File: src/sv/rtspdf_pkg.sv
// ----------------------------------------------------------------------------
// rtspdf_pkg
// Shared types and constants for the interleaved RTSP deframer.
// ----------------------------------------------------------------------------
`default_nettype none

package rtspdf_pkg;

  // Default number of streams that map onto channel pairs
  localparam int unsigned STREAM_COUNT_DEF = 2;

  localparam logic [7:0] MARK_BYTE = 8'h24;  // '$' opens a channel frame
  localparam logic [7:0] CR_BYTE   = 8'h0D;
  localparam logic [7:0] LF_BYTE   = 8'h0A;

  // Deframer phase, one-hot
  typedef enum logic [4:0] {
    PH_IDLE    = 5'b00001,
    PH_CHAN    = 5'b00010,
    PH_LENHI   = 5'b00100,
    PH_LENLO   = 5'b01000,
    PH_PAYLOAD = 5'b10000
  } phase_t;

  // Double-CRLF matcher step result
  typedef struct packed {
    logic [1:0] match;  // characters of CR LF CR LF matched so far
    logic       done;   // this byte completed the sequence
  } crlf_t;

endpackage

`default_nettype wire

File: src/sv/rtsp_interleaved_deframer.sv
// ----------------------------------------------------------------------------
// rtsp_interleaved_deframer
// Splits an RTSP-over-TCP byte stream into text bytes and interleaved
// channel payload bytes.
// ----------------------------------------------------------------------------
// Takes one byte per clock on the input channel while in_ready is high and
// gives at most one tagged item per byte on the output channel. The byte is
// decoded in the accept cycle and its item lands in the output register on
// the next edge, so a steady stream runs at one byte per clock as long as the
// sink keeps out_ready high. The input stalls only while a finished item sits
// in the output register and the sink is not taking it. In interleaved mode a
// '$' (0x24) between RTSP messages opens a four-byte header ('$', channel,
// 16-bit big-endian length); header bytes give no item, and a zero length
// gives one item with empty_payload set. Everything else is RTSP text, with
// last_byte marking the LF that completes a double CRLF. interleaved_mode
// resets to 1 and should be changed only while the block is idle; a frame in
// progress always runs to its end regardless of the mode.
// ----------------------------------------------------------------------------
`default_nettype none

module rtsp_interleaved_deframer #(
  parameter int unsigned STREAM_COUNT = rtspdf_pkg::STREAM_COUNT_DEF  // 1..128
) (
  input  wire  logic       clk,
  input  wire  logic       rst,
  // config
  input  wire  logic       cfg_we,
  input  wire  logic       cfg_wdata,
  // byte input
  input  wire  logic       in_valid,
  output logic             in_ready,
  input  wire  logic [7:0] data_byte,
  // tagged output
  output logic             out_valid,
  input  wire  logic       out_ready,
  output logic [7:0]       out_byte,
  output logic             is_rtsp,
  output logic [7:0]       channel_id,
  output logic [6:0]       stream_index,
  output logic             stream_valid,
  output logic             first_byte,
  output logic             last_byte,
  output logic             empty_payload
);

  // stream_valid threshold, sized to compare against a zero-extended index
  localparam logic [7:0] STREAM_LIMIT = 8'(STREAM_COUNT);

  // control state
  logic                 interleaved_mode;
  rtspdf_pkg::phase_t   phase, phase_next;
  logic [7:0]           channel_reg, channel_reg_next;
  logic [15:0]          remaining_count, remaining_count_next;
  logic [1:0]           crlf_match, crlf_match_next;
  logic                 at_start, at_start_next;

  rtspdf_pkg::crlf_t    crlf_step;

  // result of the byte being accepted
  logic                 res_valid;
  logic [7:0]           res_byte;
  logic                 res_rtsp;
  logic                 res_first;
  logic                 res_last;
  logic                 res_empty;
  logic [7:0]           res_chan;

  logic                 in_fire;
  logic [15:0]          len_full;
  logic [15:0]          rem_dec;

  // Output register is free or being emptied this cycle
  assign in_ready = !out_valid || out_ready;
  assign in_fire  = in_valid && in_ready;

  assign len_full = {remaining_count[15:8], data_byte};
  assign rem_dec  = remaining_count - 16'd1;

  rtspdf_crlf u_crlf (
    .match     (crlf_match),
    .data_byte (data_byte),
    .step      (crlf_step)
  );

  always_comb begin
    phase_next           = phase;
    channel_reg_next     = channel_reg;
    remaining_count_next = remaining_count;
    crlf_match_next      = crlf_match;
    at_start_next        = at_start;
    res_valid            = 1'b0;
    res_byte             = data_byte;
    res_rtsp             = 1'b0;
    res_first            = 1'b0;
    res_last             = 1'b0;
    res_empty            = 1'b0;
    case (phase)
      rtspdf_pkg::PH_CHAN: begin
        channel_reg_next = data_byte;
        phase_next       = rtspdf_pkg::PH_LENHI;
      end
      rtspdf_pkg::PH_LENHI: begin
        remaining_count_next = {data_byte, 8'h00};
        phase_next           = rtspdf_pkg::PH_LENLO;
      end
      rtspdf_pkg::PH_LENLO: begin
        remaining_count_next = len_full;
        at_start_next        = 1'b1;
        if (len_full == 16'd0) begin
          // zero-length frame: one empty item, back to idle
          res_valid  = 1'b1;
          res_byte   = 8'h00;
          res_first  = 1'b1;
          res_last   = 1'b1;
          res_empty  = 1'b1;
          phase_next = rtspdf_pkg::PH_IDLE;
        end else begin
          phase_next = rtspdf_pkg::PH_PAYLOAD;
        end
      end
      rtspdf_pkg::PH_PAYLOAD: begin
        remaining_count_next = rem_dec;
        res_valid            = 1'b1;
        res_first            = at_start;
        res_last             = (rem_dec == 16'd0);
        at_start_next        = res_last;
        if (res_last) begin
          phase_next = rtspdf_pkg::PH_IDLE;
        end
      end
      default: begin
        phase_next = rtspdf_pkg::PH_IDLE;
        if (interleaved_mode && at_start && (data_byte == rtspdf_pkg::MARK_BYTE)) begin
          // frame mark between messages
          phase_next      = rtspdf_pkg::PH_CHAN;
          crlf_match_next = 2'd0;
        end else begin
          res_valid       = 1'b1;
          res_rtsp        = 1'b1;
          res_first       = at_start;
          res_last        = crlf_step.done;
          crlf_match_next = crlf_step.match;
          at_start_next   = crlf_step.done;
        end
      end
    endcase
  end

  // text items carry no channel tag
  assign res_chan = res_rtsp ? 8'h00 : channel_reg;

  always_ff @(posedge clk) begin
    if (rst) begin
      interleaved_mode <= 1'b1;
    end else if (cfg_we) begin
      interleaved_mode <= cfg_wdata;
    end
  end

  always_ff @(posedge clk) begin
    if (rst) begin
      phase           <= rtspdf_pkg::PH_IDLE;
      channel_reg     <= 8'h00;
      remaining_count <= 16'h0000;
      crlf_match      <= 2'd0;
      at_start        <= 1'b1;
    end else if (in_fire) begin
      phase           <= phase_next;
      channel_reg     <= channel_reg_next;
      remaining_count <= remaining_count_next;
      crlf_match      <= crlf_match_next;
      at_start        <= at_start_next;
    end
  end

  // output register
  always_ff @(posedge clk) begin
    if (rst) begin
      out_valid <= 1'b0;
    end else if (in_fire) begin
      out_valid <= res_valid;
    end else if (out_ready) begin
      out_valid <= 1'b0;
    end
  end

  always_ff @(posedge clk) begin
    if (in_fire && res_valid) begin
      out_byte      <= res_byte;
      is_rtsp       <= res_rtsp;
      channel_id    <= res_chan;
      stream_index  <= res_chan[7:1];
      stream_valid  <= !res_rtsp && ({1'b0, res_chan[7:1]} < STREAM_LIMIT);
      first_byte    <= res_first;
      last_byte     <= res_last;
      empty_payload <= res_empty;
    end
  end

endmodule

`default_nettype wire

File: src/sv/rtspdf_crlf.sv
// ----------------------------------------------------------------------------
// rtspdf_crlf
// Next-state logic of the double-CRLF end-of-message matcher.
// ----------------------------------------------------------------------------
`default_nettype none

module rtspdf_crlf (
  input  wire logic [1:0]         match,
  input  wire logic [7:0]         data_byte,
  output rtspdf_pkg::crlf_t       step
);

  logic is_cr;
  logic is_lf;

  assign is_cr = (data_byte == rtspdf_pkg::CR_BYTE);
  assign is_lf = (data_byte == rtspdf_pkg::LF_BYTE);

  always_comb begin
    step.done  = 1'b0;
    step.match = is_cr ? 2'd1 : 2'd0;
    case (match)
      2'd1: begin
        if (is_lf) begin
          step.match = 2'd2;
        end
      end
      2'd2: begin
        step.match = is_cr ? 2'd3 : 2'd0;
      end
      2'd3: begin
        if (is_lf) begin
          step.done  = 1'b1;
          step.match = 2'd0;
        end
      end
      default: begin
        step.match = is_cr ? 2'd1 : 2'd0;
      end
    endcase
  end

endmodule

`default_nettype wire

File: config.mk
export PLATFORM = sky130hd
export DESIGN_NAME = rtsp_interleaved_deframer
export DESIGN_NICKNAME = d
export VERILOG_FILES = /design/src/sv/rtspdf_pkg.sv /design/src/sv/rtsp_interleaved_deframer.sv /design/src/sv/rtspdf_crlf.sv
export SDC_FILE = /design/constraint.sdc
export NUM_CORES = 1
export LEC_CHECK = 0
export ABC_CLOCK_PERIOD_IN_PS = 2000
export BUFFER_PORTS_ARGS = -buffer_cell sky130_fd_sc_hd__buf_2
export CAP_MARGIN = 20
export CORE_UTILIZATION = 51
export DETAILED_ROUTE_END_ITERATION = 8
export HOLD_SLACK_MARGIN = 0.08
export PLACE_DENSITY_LB_ADDON = 0.12
export SETUP_SLACK_MARGIN = 0.02
export SYNTH_ARGS = -nofsm -noshare
export SYNTH_HDL_FRONTEND = slang
export SYNTH_SLANG_ARGS = --single-unit
File: constraint.sdc
create_clock -name clk -period 2 [get_ports clk]
set_input_delay 0.2 -clock clk [delete_from_list [all_inputs] [get_ports clk]]
set_output_delay 0.2 -clock clk [all_outputs]
set_load 0.005 [all_outputs]
# Word level (Yosys, flattened, before mapping)
# Index checks and enable logic that the tools add are counted.
# Widths: inputs -> output; s select.
[op_classes] add_sub_neg=1 order_cmp=1 eq_ne=12 muxes=27 bitwise_logic=3 reduce_logical=21
[ops] cell="$pmux 16 s3" count=1
[ops] cell="$logic_not 16->1" count=2
[ops] cell="$mux 8" count=3
[ops] cell="$pmux 5 s4" count=1
[ops] cell="$eq 8x4->1 const B" count=2
[ops] cell="$sub 16x1->16 const B" count=1
[ops] cell="$pmux 1 s3" count=4
[ops] cell="$mux 1" count=10
[ops] cell="$mux 5" count=2
[ops] cell="$eq 8x6->1 const B" count=1
[ops] cell="$mux 2" count=4
[ops] cell="$reduce_and 2->1" count=4
[ops] cell="$lt 7x2->1 const B" count=1
[ops] cell="$pmux 2 s3" count=1
[ops] cell="$reduce_and 3->1" count=2
[ops] cell="$eq 5x2->1 const B" count=1
[ops] cell="$eq 5x3->1 const B" count=1
[ops] cell="$eq 5x4->1 const B" count=1
[ops] cell="$eq 5x5->1 const B" count=1
[ops] cell="$logic_and 1x1->1" count=5
[ops] cell="$eq 2x2->1 const B" count=2
[ops] cell="$reduce_bool 2->1" count=2
[ops] cell="$reduce_or 4->1" count=1
[ops] cell="$mux 3" count=1
[ops] cell="other kinds (8)" count=11
[word_totals] regBits=55 inputBits=14 out_inout_bits=30 wordCells=81

# Longest topological paths before layout
# Gate-level depths: netlist of run 1.
[logic_depth] word_depth=7 depth_mapped=10 ltp_nobuf=8

# By module
# From an unflattened synthesis of run 1, not the netlist that was laid out.
[unflattened] hier_cells=343 hier_area_um2=3055.4
[by_module_without_submodules] module="rtsp_interleaved_deframer" instances=1 cells_per_inst=332 area_each_um2=2982.9 seq_area_each_um2=1311.3
[by_module_without_submodules] module="rtspdf_crlf" instances=1 cells_per_inst=11 area_each_um2=72.6 seq_area_each_um2=0.0

# Worst setup path after synthesis of run 1
# Ideal clock, no wire load.
[synth_timing] kind="reg2reg" startpoint="register phase[2]" endpoint="register channel_id[0], enable pin" setup_time_ps=376 arrival_ps=1851 required_ps=1624 slack_ps=-227 stages_incl_launch_ff=8 n_path_buf=1 synth_period_minus_slack_ps=2227 cell_sequence="dfxtp_1 clkbuf_1 xor2_1 a211oi_1 o21bai_2 nand3_1 nand2_1 inv_1"
[synth_via] elab_chain_len=4 word_cells_on_any_way=7 cone_classes="eq/ne: 4; mux: 1; reduce/logical: 2"
[synth_rtl] item="from (decl)" line_no="rtsp_interleaved_deframer.sv:51" rtl="rtspdf_pkg::phase_t phase, phase_next;"
[synth_rtl] item="from (signal assigned)" line_no="rtsp_interleaved_deframer.sv:162" rtl="phase <= rtspdf_pkg::PH_IDLE;"
[synth_rtl] item="from (signal assigned)" line_no="rtsp_interleaved_deframer.sv:168" rtl="phase <= phase_next;"
[synth_rtl] item="$eq 5x3->1 or $eq 5x2->1 (tied branches)" line_no="rtsp_interleaved_deframer.sv:97" rtl="case (phase)"
[synth_rtl] item="$reduce_or 2->1 (no line)"
[synth_rtl] item="$pmux 1 s3 (*)" line_no="rtsp_interleaved_deframer.sv:97"
[synth_rtl] item="$logic_and 1x1->1 (*)" line_no="rtsp_interleaved_deframer.sv:188" rtl="if (in_fire && res_valid) begin"
[synth_rtl] item="to (signal assigned)" line_no="rtsp_interleaved_deframer.sv:191" rtl="channel_id <= res_chan;"
[synth_rtl] item="to (decl)" line_no="rtsp_interleaved_deframer.sv:38" rtl="output logic [7:0] channel_id,"
# Every way passes the cells marked *; elsewhere a longest branch is shown, timed or not.
# A chain may end at the register's enable or synchronous reset.

# Worst setup path after layout of run 1
[layout_timing] startpoint="register remaining_count[0]" endpoint="register phase[0]"
[layout_via] elab_chain_len=4
[layout_rtl] item="from (decl)" line_no="rtsp_interleaved_deframer.sv:53" rtl="logic [15:0] remaining_count, remaining_count_next;"
[layout_rtl] item="from (signal assigned)" line_no="rtsp_interleaved_deframer.sv:170" rtl="remaining_count <= remaining_count_next;"
[layout_rtl] item="$sub 16x1->16" line_no="rtsp_interleaved_deframer.sv:77" rtl="assign rem_dec = remaining_count - 16'd1;"
[layout_rtl] item="$logic_not 16->1" line_no="rtsp_interleaved_deframer.sv:125" rtl="res_last = (rem_dec == 16'd0);"
[layout_rtl] item="$ne 2x2->1 (no line)"
[layout_rtl] item="$reduce_and 2->1 (no line)"
# No other way between the ends.

==> key figures, run 1 <==
Timing
  • Final-report setup violation count: 0
  • Worst Tran Pin Value: 0.696 ns
  • Hold Slack: between 0.1 and 0.15 ns
  • Slew margin rel.: 53.6%
  • Fin Setup TNS: 0 ns
  • Max Clk Rate: between 500 and 600 MHz
  • Minimum clock period: ~2.0 ns
  • Slew Limit Fails: 0
  • Final period util: between 90 and 100%
  • Final Hold Fails: 0
  • RSZ-0062 raised after global routing: yes
  • Clock skew: between 0.006 and 0.007 ns

Worst setup path
  • Setup Crit Path Kind: reg -> reg
  • Critical Path AT: roughly 2.2 ns
  • Largest stage delay on the critical path: ~0.37 ns
  • CP bufs+invs: 3
  • CP Capture Type: register
  • Data required, critical path: around 2.2 ns
  • Critical path startpoint category: register
  • Crit-path most repeated cell: buf_4
  • Critical-path cell list: buf_6, nor4_4, buf_4, nand4_1, xor2_1, buf_4, a311o_1, o311a_1
  • Worst-path cell with the longest stage delay: dfxtp_4
  • CP Max Fanout: 8
  • CP delay by family, top: compound AO/OA/AOI/OAI gates

Floorplan
  • Cell Rows: 27
  • Initial Utilization: between 50% and 60%
  • Chip Width: 77.9 um
  • CORE AREA: ~0.0055 sq mm
  • Die area: roughly 0.0061 sq mm
  • Top-level port count: between 40 and 50
  • Die Ht: approximately 78 um

Yosys
  • Post-synth EDFFs: 21
  • Top post-synthesis cells by count: nor2_1, dfxtp_1, nand2_1
  • FF+latch count, synth: 55
  • Post-Syn Area: 0.00294 sq mm
  • Syn Nets: roughly 350
  • Largest area contributor in the netlist: dfxtp_1
  • Area share of the largest cell type after synthesis: 23.2%
  • Prevailing post-synth register cell: dfxtp_1
  • Mux contribution to synthesized area: 3.07%
  • Top-count cell post-synth: nor2_1
  • Cells after synthesis: 330
  • Simple-Gate Fraction of Synth Area: 26.0%
  • Synth async-reset ratio: 0%
  • Adder-Cell Fraction of Synth Area: less than 1%
  • Syn_area_per_cell: slightly below 9 sq um
  • Synth top area cells: dfxtp_1, edfxtp_1, nor2_1, a21oi_1, nand2_1
  • XOR/XNOR share of the synthesized area: 2.98%
  • Synth unique cells: 59
  • Yosys warnings: 0
  • Largest family of logic cells by synthesized area: simple AND/OR/NAND/NOR gates
  • Post-synthesis sequential area ratio: between 40 and 50%
  • Compound-gate portion of the synthesized area: between 10% and 20%

Power and ir drop
  • Switch Pwr: between 400 and 500 uW
  • Clock power share: about a third
  • Comb pwr share: slightly above 7%
  • Power Dens Cells: about 530 mW/mm^2
  • Internal: around 1.5 mW
  • Reg power frac: 61.3%
  • Tot Pwr: roughly 1.9 mW
  • LEAKAGE: approximately 1.5 nW
  • VDD IR-drop max: approximately 0.35 mV
  • Sw Share: around a quarter

Global route
  • Total grt overflow: 0
  • Vias in the first global route: between 2000 and 2500
  • Largest net degree at the start of global routing: 39
  • First-pass GRT wire length: ~11000 um
  • Initial antenna violation count: 0
  • All-layer global routing usage: 24.2%

Place
  • Final GP Congestion: between 0.8 and 0.9
  • HPWL after detailed placement: 5090 um
  • I/O Buffers: 43

Finish
  • N_diodes: 0
  • Area of the multi-input gates: around 0.0016 sq mm
  • P&R area growth vs syn: 25.4%
  • Max reg flops: 16
  • Fill cells: ~480
  • Share of cells above drive strength 1: about a third
  • Reg with most FFs: remaining_count
  • FF+latch area: 0.00132 sq mm
  • Fin nets: ~400

CTS
  • Clk sinks: 55
  • Clk_lat worst skew: just over 0.3 ns
  • CTS Buf Count: 5
  • CTS tree: built
  • Root buf cell: clkbuf_8
  • H-tree levels: 2
  • Clock-pin slew on the worst setup and hold paths: around 0.1 ns
  • Clock buffer depth: 2
  • Post-CTS Hold Buffers: 0

Drt
  • Post-DR vias/cell: 5.61
  • DRC violations left: 0
  • Antenna viol nets, final: 0
  • Final WL: a little over 7000 um
  • Routed len/inst: ~15 um
  • DR pass1 iterations: 4
  • Initial DRC count: 150
  • Via count: roughly 2600

Run
  • Maximum Capacitance Violations: 0

Status
  • Outcome: finished, final reports clean

Min path
  • Hold Crit Class: in -> reg
-- worst register-to-register path, cell delays in order (launching register included) --
cell and delay (ns):
dfxtp_4 0.37, buf_6 0.13, nor4_4 0.25, buf_4 0.15, nand4_1 0.12, xor2_1 0.19, buf_4 0.15, a311o_1 0.37
o311a_1 0.13
-- final cells by class --
type	count	area share [%]
inverters	6	0.849
multi-input cells	232	42.5
clock buffers	5	1.87
clock inverters	3	0.543
well taps	72	2.45
repair buffers	89	16.0
flip-flops and latches	55	35.8
-- kinds of logic after synthesis --
group,count (synthesis)
AND/OR/NAND/NOR,138
AO/OA/AOI/OAI,73
flip-flops,55
buffers and inverters,43
XOR/XNOR,10
multiplexers,9
adder cells (fa/ha/maj),2
-- layer usage --
layer	GRT usage, %	vias up	routed length, um
met5	0	-	0
met4	8.49	0	115
met3	3.88	10	326
met2	39.2	66	3390
met1	32.7	1222	3240
li1	-	1295	-
-- power groups by stage --
| stage | combinational [mW] | sequential (mW) | clock, mW |
|---|---|---|---|
| 2_1_floorplan | 0.0620 | 1.23 | 0 |
| 5_1_grt | 0.151 | 1.20 | 0.673 |
| 4_1_cts | 0.138 | 1.20 | 0.632 |
| 3_3_place_gp | 0.138 | 1.22 | 0 |
| 3_5_place_dp | 0.138 | 1.22 | 0 |
| 6_report | 0.138 | 1.20 | 0.616 |
-- metrics by stage --
stage	cells	utilization [%]	area (sq um)	worst slack, ns
4_1_cts	459	64.7	3580	0.0265
2_1_floorplan	330	-	3030	-0.0795
5_1_grt	462	66.5	3680	-0.0698
3_3_place_gp	450	62.7	3470	0.0549
3_5_place_dp	450	62.7	3470	0.0124
6_report	462	66.5	3680	0.0368
-- final timing paths --
kind                                         start          endpoint  slack (ns)  cells after the start
worst max-delay path            remaining_count[0]          phase[0]        0.04                      8
worst min-delay path                     cfg_wdata  interleaved_mode        0.10                      2
worst max register to register  remaining_count[0]          phase[0]        0.04                      8
worst min register to register      channel_reg[1]    channel_reg[1]        0.50                      2
-- cells in the final DEF (no fill, tap or decap), types with 3 or more instances in the layout --
master and count:
o21ai_1 4, nand2b_1 4, a22oi_1 5, buf_4 43
clkbuf_8 5, nand3b_1 4, nand2_1 24, dfxtp_1 30
nor3_1 10, and2_1 13, a31oi_1 3, nand4_1 5
nor2_1 40, a211oi_1 8, xnor2_1 4, nand3_1 3
xor2_1 5, dfxtp_2 3, nor4b_2 3, buf_2 43
nor4_1 4, edfxtp_1 21, o21ai_0 11, a21oi_1 24
mux2i_1 9, nor2b_1 4
-- timing repair --
item	4_1_cts	5_1_grt
pin swaps	3	7
setup endpoints to repair	2	28
endpoints found under the hold margin	0	0
setup buffers	1	3
gates resized for setup	2	17
Power figures use the tool's default switching activity.
==> run 2, diff against run 1 <==
- ABC_CLOCK_PERIOD_IN_PS: 2000 -> 1700
- CORE_ASPECT_RATIO: default -> 0.9
- clock period: 2 -> 1.7 ns (I/O delays scaled with it)
==> key figures, run 2 (synthesis results as in run 1) <==
Place
  • I/O Buffers: 43
  • HPWL after detailed placement: between 5000 and 6000 um
  • Final GP Congestion: between 0.8 and 0.9
  • Area after DPL: ~0.0037 sq mm
  • Dpl cells: between 400 and 500

Floorplan
  • Top-level port count: 44
  • Cell Rows: 25
  • Die area: a little over 0.006 sq mm
  • CORE AREA: ~0.0054 sq mm
  • Chip Width: between 80 and 90 um
  • Die Ht: 74.0 um
  • Initial Utilization: 54.3%

CTS
  • Clock-pin slew on the worst setup and hold paths: roughly 0.11 ns
  • Clk_lat worst skew: 0.32 ns
  • CTS tree: built
  • CTS Buf Count: 5
  • H-tree levels: 2
  • Clk sinks: between 50 and 60
  • Root buf cell: clkbuf_8
  • Clock buffer depth: 2

Timing
  • Worst Tran Pin Value: about 0.52 ns
  • Clock skew: about 0.011 ns
  • RSZ-0062 raised after global routing: yes
  • Slew Limit Fails: 0
  • Slew margin rel.: around two thirds
  • Minimum clock period: just over 2 ns
  • Final period util: 121%
  • Final Hold Fails: 0
  • Max Clk Rate: just under 500 MHz
  • Fin Setup TNS: -6.99 ns
  • Final worst slack: -0.365 ns
  • Final-report setup violation count: 31

Finish
  • Max reg flops: 16
  • Most frequent cells in the layout: buf_4, buf_2, nor2_1
  • P&R area growth vs syn: 41.0%
  • Area of the multi-input gates: around 0.0017 sq mm
  • Non-Filler Instances: ~500
  • Most common cell after layout, fill and taps aside: buf_4
  • Fin nets: 445
  • N_diodes: 0
  • FF+latch area: around 0.0013 sq mm
  • Fill cells: between 300 and 400
  • Reg with most FFs: remaining_count
  • Share of cells above drive strength 1: 44.9%
  • Final Cell Area: between 0.004 and 0.005 sq mm

Min path
  • Worst Hold Depth: 2
  • Min-delay src: cfg_wdata
  • Hold Crit Class: in -> reg
  • Hold endpoint: interleaved_mode

Drt
  • Routed len/inst: 16.8 um
  • DR pass1 iterations: 5
  • Final WL: roughly 8300 um
  • Initial DRC count: between 100 and 150
  • Post-DR vias/cell: roughly 5.8
  • Via count: just under 3000
  • Antenna viol nets, final: 0
  • DRC violations left: 0

Worst setup path
  • R2R setup slack: -0.37 ns
  • CP Capture Type: register
  • Setup Crit Path Kind: reg -> reg
  • Critical R2R Capture: last_byte
  • R2r startpoint: remaining_count[1]
  • Data required, critical path: ~1.8 ns
  • Critical path startpoint category: register
  • Critical Path AT: 2.15 ns
  • CP Max Fanout: 6
  • Worst-case reg-to-reg path depth: 8

Global route
  • Initial antenna violation count: 0
  • First-pass GRT wire length: about 12000 um
  • Largest net degree at the start of global routing: 28
  • Vias in the first global route: about 2600
  • All-layer global routing usage: 27.4%
  • Total grt overflow: 0

Run
  • Maximum Capacitance Violations: 0

Power and ir drop
  • Power Dens Cells: ~570 mW/mm^2
  • VDD IR-drop max: 0.456 mV
  • LEAKAGE: 1.76 nW

Status
  • Outcome: finished, violations left
  • Failing checks: setup timing
## run 2: cell types whose count changed in the layout (fill, tap and decap cells not counted), moves of 4 or more
| cell | change |
|---|---|
| a211oi_2 | +4 |
| buf_6 | +5 |
| buf_4 | +35 |
| a211oi_1 | -4 |
## run 2: report_power, final
part	internal, mW	total [mW]	switching, mW
combinational	0.0855	0.191	0.106
sequential	1.39	1.40	0.00944
clock	0.306	0.784	0.478
## run 2: layout make-up
cell class | instances | share of cell area (%)
Sequential cell | 55 | 32.1
Inverter | 6 | 0.755
Tap cell | 67 | 2.02
Clock inverter | 3 | 0.665
Timing Repair Buffer | 129 | 21.9
Clock buffer | 5 | 1.66
Multi-Input combinational cell | 232 | 40.9
## run 2: per-layer routing
metal	part of all wire (%)	global-route usage (%)	routed length (um)	up-vias
met5	0	0	0	-
met4	3.5	13.1	294	0
met3	6.1	4.66	505	30
met2	49	44.6	4070	91
met1	42	35.5	3460	1402
li1	-	-	-	1369
## run 2: through the flow
stage               total power, mW  util, %  hold WS [ns]  worst slack [ns]
finish                         2.38     76.5        0.0782            -0.365
global route                   2.46     76.5        0.0801            -0.412
CTS                            2.39     73.1        0.0802            -0.280
detailed placement             1.63     68.4         0.409            -0.269
global placement               1.62     68.4         0.377            -0.233
floorplan                      1.52        -         0.288            -0.379
## run 2: worst max-delay path: stages, from the launching register on
cell and delay [ns]:
dfxtp_4 0.37, buf_6 0.13, nor4_2 0.29, buf_4 0.18
nand4_1 0.20, xor2_2 0.26, and2_4 0.17, nand4_1 0.15
nand2_1 0.07
## run 2: repair_timing
| item | CTS | global route |
|---|---|---|
| pin swaps | 14 | 24 |
| setup buffers | 6 | 8 |
| endpoints found under the setup margin | 36 | 45 |
| resized for setup | 26 | 31 |
| hold buffers | 0 | 0 |
## run 2: worst max path at each step
stage / start / slack, ns / endpoint / cells past startpoint
2_1_floorplan: remaining_count[0] / -0.38 / phase[0] / 10
3_3_place_gp: remaining_count[11] / -0.23 / phase[0] / 6
3_5_place_dp: remaining_count[1] / -0.27 / phase[0] / 9
4_1_cts: remaining_count[0] / -0.28 / phase[0] / 9
5_1_grt: remaining_count[0] / -0.41 / phase[0] / 10
6_report: remaining_count[1] / -0.37 / last_byte / 8
==> run 3, diff against run 2 <==
- ABC_CLOCK_PERIOD_IN_PS: 1700 -> 2300
- CORE_UTILIZATION: 51 -> 57
- clock period: 1.7 -> 2.3 ns (I/O delays scaled with it)
==> key figures, run 3 (synthesis results as in run 1) <==
Status
  • Outcome: finished, final reports clean

Worst setup path
  • CP delay by family, top: simple AND/OR/NAND/NOR gates
  • Worst-path cell with the longest stage delay: dfxtp_1
  • Largest stage delay on the critical path: 0.33 ns
  • CP bufs+invs: 2
  • CP Capture Type: register
  • CP Max Fanout: 6
  • Critical-path cell list: inv_1, ha_1, nor4b_4, buf_4, nand4b_4, xor2_1, nor4b_1, a311o_1, o311a_1
  • Setup Crit Path Kind: reg -> reg
  • Data required, critical path: 2.57 ns
  • Critical Path AT: 2.37 ns
  • Critical path startpoint category: register

Timing
  • Clock skew: slightly above 0.007 ns
  • Final Hold Fails: 0
  • Slew margin rel.: a little over half
  • Minimum clock period: between 2 and 2.5 ns
  • Fin Setup TNS: 0 ns
  • Final period util: 91.4%
  • Final-report setup violation count: 0
  • Final worst slack: about 0.20 ns
  • RSZ-0062 raised after global routing: no
  • Slew Limit Fails: 0
  • Max Clk Rate: 476 MHz
  • Worst Tran Pin Value: between 0.7 and 0.8 ns

Finish
  • Share of cells above drive strength 1: between 20% and 30%
  • Most frequent cells in the layout: buf_2, nor2_1, dfxtp_1
  • P&R area growth vs syn: 12.4%
  • Reg with most FFs: remaining_count
  • Final Cell Area: about 0.0033 sq mm
  • N_diodes: 0
  • Max reg flops: 16
  • Most common cell after layout, fill and taps aside: buf_2
  • Fill cells: about 420
  • Utilization after layout: 67.4%
  • FF+latch area: ~0.0013 sq mm
  • Area of the multi-input gates: about 0.0014 sq mm
  • Fin nets: 377

Place
  • Area after DPL: 0.00320 sq mm
  • HPWL after detailed placement: roughly 4800 um
  • Final GP Congestion: 0.904
  • I/O Buffers: 43
  • Dpl ws: around 0.14 ns

CTS
  • CTS tree: built
  • Clock-pin slew on the worst setup and hold paths: roughly 0.10 ns
  • Clk sinks: 55
  • H-tree levels: 2
  • Post-CTS Hold Buffers: 0
  • Post-CTS Setup Inserts: 0
  • Root buf cell: clkbuf_8
  • Clock buffer depth: 2
  • Post-CTS Resized: 0
  • Clk_lat worst skew: about 0.32 ns
  • CTS Buf Count: 5

Drt
  • Final WL: about 6800 um
  • Post-DR vias/cell: between 6 and 7
  • Routed len/inst: 15.9 um
  • DRC violations left: 0
  • Antenna viol nets, final: 0
  • Via count: 2569
  • DR pass1 iterations: 4
  • Initial DRC count: 170

Power and ir drop
  • Clock power share: 32.3%
  • Internal: ~1.3 mW
  • Tot Pwr: ~1.7 mW
  • Reg power frac: 61.2%
  • Switch Pwr: between 400 and 500 uW
  • VDD IR-drop max: 0.490 mV
  • Power Dens Cells: between 500 and 600 mW/mm^2
  • Sw Share: 23.9%
  • LEAKAGE: ~1.3 nW
  • Comb pwr share: 6.5%

Floorplan
  • Die Ht: between 70 and 80 um
  • Chip Width: 77.7 um
  • Initial Utilization: 60.0%
  • CORE AREA: just under 0.005 sq mm
  • Cell Rows: 24
  • Die area: 0.00544 sq mm
  • Top-level port count: 44

Global route
  • First-pass GRT wire length: about 11000 um
  • Vias in the first global route: ~2200
  • Largest net degree at the start of global routing: 39
  • Total grt overflow: 0
  • All-layer global routing usage: 26.1%
  • Initial antenna violation count: 0

Run
  • Maximum Capacitance Violations: 0

Min path
  • Hold Crit Class: in -> reg
run 3: changes by cell type in the layout (fill, tap and decap cells not counted), moves of 4 or more:
cell and delta:
o21ai_0 +4, dfxtp_1 +6, buf_4 -61, dfxtp_4 -4
nor3_1 +4, buf_6 -6, o21ai_1 -4, nor3_2 -4
a211oi_1 +5, a211oi_2 -5
run 3: power by group through the flow:
stage | Combinational, mW | Clock, mW | Sequential, mW
floorplan | 0.0529 | 0 | 1.07
global placement | 0.109 | 0 | 1.06
detailed placement | 0.110 | 0 | 1.06
CTS | 0.110 | 0.561 | 1.04
global route | 0.120 | 0.595 | 1.04
finish | 0.110 | 0.550 | 1.04
run 3: worst register-to-register path, stage by stage, from the launching register on:
cell and delay [ns]:
dfxtp_1 0.33, inv_1 0.07, ha_1 0.26, nor4b_4 0.22
buf_4 0.19, nand4b_4 0.10, xor2_1 0.19, nor4b_1 0.29
a311o_1 0.24, o311a_1 0.16
run 3: path summary, 6_finish.rpt:
path | start | end | slack [ns] | depth (start not counted)
setup / recovery | remaining_count[1] | phase[0] | 0.20 | 9
hold / removal | cfg_wdata | interleaved_mode | 0.11 | 2
setup reg to reg | remaining_count[1] | phase[0] | 0.20 | 9
hold reg to reg | channel_reg[1] | channel_reg[1] | 0.50 | 2
run 3: layout make-up:
type | instances | area share [%]
inverter | 6 | 0.682
tap | 65 | 2.46
multi-input combinational | 232 | 43.4
clock buffer | 5 | 2.08
clock inverter | 3 | 0.682
sequential | 55 | 39.7
timing repair buffer | 61 | 11.0
run 3: per-layer routing:
layer / vias up / GRT usage [%] / part of all wire [%]
met1: 1234 / 36.1 / 45
met3: 9 / 6.54 / 6.8
li1: 1240 / - / -
met4: 0 / 8.18 / 1.6
met5: - / 0 / 0
met2: 86 / 40.0 / 47
run 3: per-stage QoR:
step | instances | hold WS, ns
2_1_floorplan | 330 | 0.348
3_3_place_gp | 418 | 0.434
3_5_place_dp | 418 | 0.437
4_1_cts | 426 | 0.110
5_1_grt | 427 | 0.111
6_report | 427 | 0.113
